**src/hw/rtl/srrf_ram.sv**
```systemverilog
// Generic single-write, single-read RAM with registered read data.
module srrf_ram #(
   parameter int WIDTH = 8,
   parameter int DEPTH = 16
) (
   input  logic                     clock,
   input  logic                     wr_en,
   input  logic [$clog2(DEPTH)-1:0] wr_addr,
   input  logic [WIDTH-1:0]         wr_data,
   input  logic [$clog2(DEPTH)-1:0] rd_addr,
   output logic [WIDTH-1:0]         rd_data
);

   logic [WIDTH-1:0] mem [DEPTH];
   logic [WIDTH-1:0] rd_data_ff;

   always_ff @(posedge clock) begin
      if (wr_en) begin
         mem[wr_addr] <= wr_data;
      end
      rd_data_ff <= mem[rd_addr];
   end

   assign rd_data = rd_data_ff;

endmodule

```
**config.mk**
```make
export PLATFORM = sky130hd
export DESIGN_NAME = srrf_ram
export DESIGN_NICKNAME = d
export VERILOG_FILES = /design/src/hw/rtl/srrf_ram.sv
export SDC_FILE = /design/constraint.sdc
export NUM_CORES = 1
export LEC_CHECK = 0
export BUFFER_PORTS_ARGS = -buffer_cell sky130_fd_sc_hd__buf_2
export CELL_PAD_IN_SITES_DETAIL_PLACEMENT = 0
export CELL_PAD_IN_SITES_GLOBAL_PLACEMENT = 1
export CORE_MARGIN = 2
export CORE_UTILIZATION = 45
export CTS_CLUSTER_DIAMETER = 100
export DETAILED_ROUTE_END_ITERATION = 8
export HOLD_SLACK_MARGIN = 0.08
export PLACE_DENSITY = 0.77
export SKIP_LAST_GASP = 1
export SLEW_MARGIN = 20
export SYNTH_ARGS = -nofsm -noshare
export SYNTH_HDL_FRONTEND = slang
export SYNTH_SLANG_ARGS = --single-unit
```
**constraint.sdc**
```tcl
create_clock -name clock -period 2.25 [get_ports clock]
set_clock_uncertainty 0.2 [all_clocks]
set_input_delay 0.1125 -clock clock [delete_from_list [all_inputs] [get_ports clock]]
set_output_delay 0.1125 -clock clock [all_outputs]
set_load 0.02 [all_outputs]
```
==> out/results.ini <==
[synth]
seq_area_frac_synth_pct = 77.8
synth.most_common_cell = edfxtp_1
async_reset_ff_share_pct = 0
synthAdderAreaFrac_pct = 0
synthMuxAreaShare_pct = 15.0
synth_area_leaders = edfxtp_1, mux4_2, mux4_1
synthesis.area_mm2 = 0.00515
yosys.area_share.simple_pct = 3.18
synth_top_area_share_pct = 74.7
ys_types = 19
synthTopCellsByCount = edfxtp_1, mux4_2, a22oi_1, mux4_1, nor2_1
syn_nets = 247
synth_edf_count = 128
netlist_instances = 229
synth_top_family_by_area = multiplexers
yosysTopAreaCell = edfxtp_1
ys_seq_elements = 136
yosys_warnings = 0
synth_xor_area_share_pct = 0
avgSynthCellArea_um2 = 22.5
synth-main-ff-cell = edfxtp_1
synth-compound-area-share_pct = 2.33

[finish]
areaGrowthSynthToFinish_pct = 22.2
fin_area_mm2 = 0.00629
num_antenna_cells = 0
final_nets = 315
fillers = 827
final_layout_size_suffix_gt1_share_pct = 29.8

[sta]
final_hold_viol_count = 0
drv_slew = 0
worst_hold_slack_ns = 0.152
setup_tns_ns = 0
fmax_mhz = 543
fin_ws_ns = 0.407
setup_violations = 0
rsz0062_at_grt = no
tightest_slew_ns = 0.718
finalCritPeriodShare_pct = 81.9
relSlewSlack_pct = 52.0
fin_crit_ns = 1.84

[clock_tree]
cts-root-buf = clkbuf_16
cts_setup_buffers = 0
cts_made_buffers = 17
cts_resized = 0
cts_htree_levels = 4
cts_buffer_depth = 2
cts_tree = yes
clk_pin_slew_worst_paths_ns = 0.06
cts_sinks = 136
postCtsHoldBufs = 14
insertion_delay_ns = 0.41

[power]
leakage_uw = 0.00216
power_density_mw_per_mm2 = 947
finalPower_uw = 5950
ir_worst_vdd_mv = 0.462

[drt]
drc = 0
dr.pass1.iters = 4
ant_nets = 0
drt-initial-drc-count = 213
wl_per_cell_um = 21.4
via_per_inst = 5.42
totalWireLength_um = 9670
vias = 2450

[die]
die_x_um = 111
core-area_mm2 = 0.0113
num_io_pins = 26
die_y_um = 111
rows = 39
dieArea_mm2 = 0.0123
initial_core_util_pct = 45.7

[critical_path]
endpoint_kind = flop
reg2reg_from = mem[3][1]$_DFFE_PP_
cp_max_fo = 8
critPathKind = input pin to flop
rrSetupSlack_ns = 0.70
required_ns = 2.16
r2r-end = rd_data[1]$_DFF_P_
reg2reg_depth = 3
crit_arrival_ns = 1.75
start_kind = input pin

[grt]
grt_overflow = 0
grt_antenna_before_repair = 0
grt_max_degree = 33
grt_pass1_wl_um = 14900
first_global_vias = 2438
track_usage_pct = 16.9

[run]
timing.max_cap.violations = 0

[hold_path]
worstHoldPathCells = 4
min_to = mem[1][5]$_DFFE_PP_
hold_path.class = input pin to flop
hold_path.startpoint = wr_addr[3]

[placed_design]
placed_area_mm2 = 0.00554
port_buffers = 25
place_ws_ns = 0.454
hpwl_um = 5900
gp_congestion = 0.731

[run_status]
outcome = complete, no violations

-- final cells by class --
class	count	area, µm²	share of cell area [%]
repair buffers	59	440	7.00
clock inverters	14	183	2.90
multi-input cells	83	1060	16.8
clock buffers	17	425	6.76
well taps	143	179	2.85
flip-flops and latches	136	4000	63.7
-- kinds of logic after synthesis --
group	Yosys count
compound gates	16
mux	32
flops	136
simple gates	35
buf+inv	10
-- worst max-delay path, stage by stage --
cell	delay [ns]
dlygate4sd3_1	0.52
buf_2	0.16
nor3_1	0.19
dlygate4sd3_1	0.57
buf_4	0.18
-- through the flow --
stage               std cells  utilization, %
finish                    452            55.8
detailed placement        407            49.2
global placement          407            49.2
global route              452            55.8
CTS                       452            55.8
floorplan                 229               -
-- where the power goes --
part | total (µW) | switching (µW) | internal [µW]
Sequential | 2860 | 21.3 | 2830
Clock | 2800 | 970 | 1830
Combinational | 295 | 165 | 130
Total | 5950 | 1160 | 4800
-- how the worst max path moves through the flow --
| stage | from | end | cells after the start |
|---|---|---|---|
| finish | wr_addr[1] | mem[4][2]$_DFFE_PP_ | 5 |
| global route | wr_addr[1] | mem[4][5]$_DFFE_PP_ | 5 |
| floorplan | wr_addr[2] | mem[0][0]$_DFFE_PP_ | 2 |
| global placement | rd_addr[1] | rd_data[7]$_DFF_P_ | 5 |
| detailed placement | rd_addr[0] | rd_data[3]$_DFF_P_ | 5 |
| CTS | wr_addr[1] | mem[4][5]$_DFFE_PP_ | 5 |
-- layer usage --
metal / part of all wire [%] / track usage, % / up-vias
li1: - / - / 1107
met1: 43 / 23.6 / 1259
met2: 50 / 25.4 / 74
met3: 5.2 / 5.03 / 10
met4: 1.4 / 6.42 / 0
met5: 0 / 0 / -
-- state kept, by name, indices dropped and copies added (netlist names) --
name,flops
rd_data,8
mem,128
-- placed cells by master (no fill, tap or decap) --
master	instances
edfxtp_1	128
buf_2	25
mux4_2	18
buf_4	18
clkbuf_16	17
a22oi_1	16
mux4_1	14
dlygate4sd3_1	14
nor2_1	13
nand2_1	9
dfxtp_1	8
nor3_1	4
bufinv_16	4
clkinv_4	3
clkinv_1	3
nand3b_1	2
nand2b_1	2
clkinvlp_4	2
clkinv_2	2
buf_12	2
nor2b_1	1
and2_1	1
and2b_1	1
nand3_1	1
or3b_2	1
Note: power is estimated with default switching activity, not from simulation.
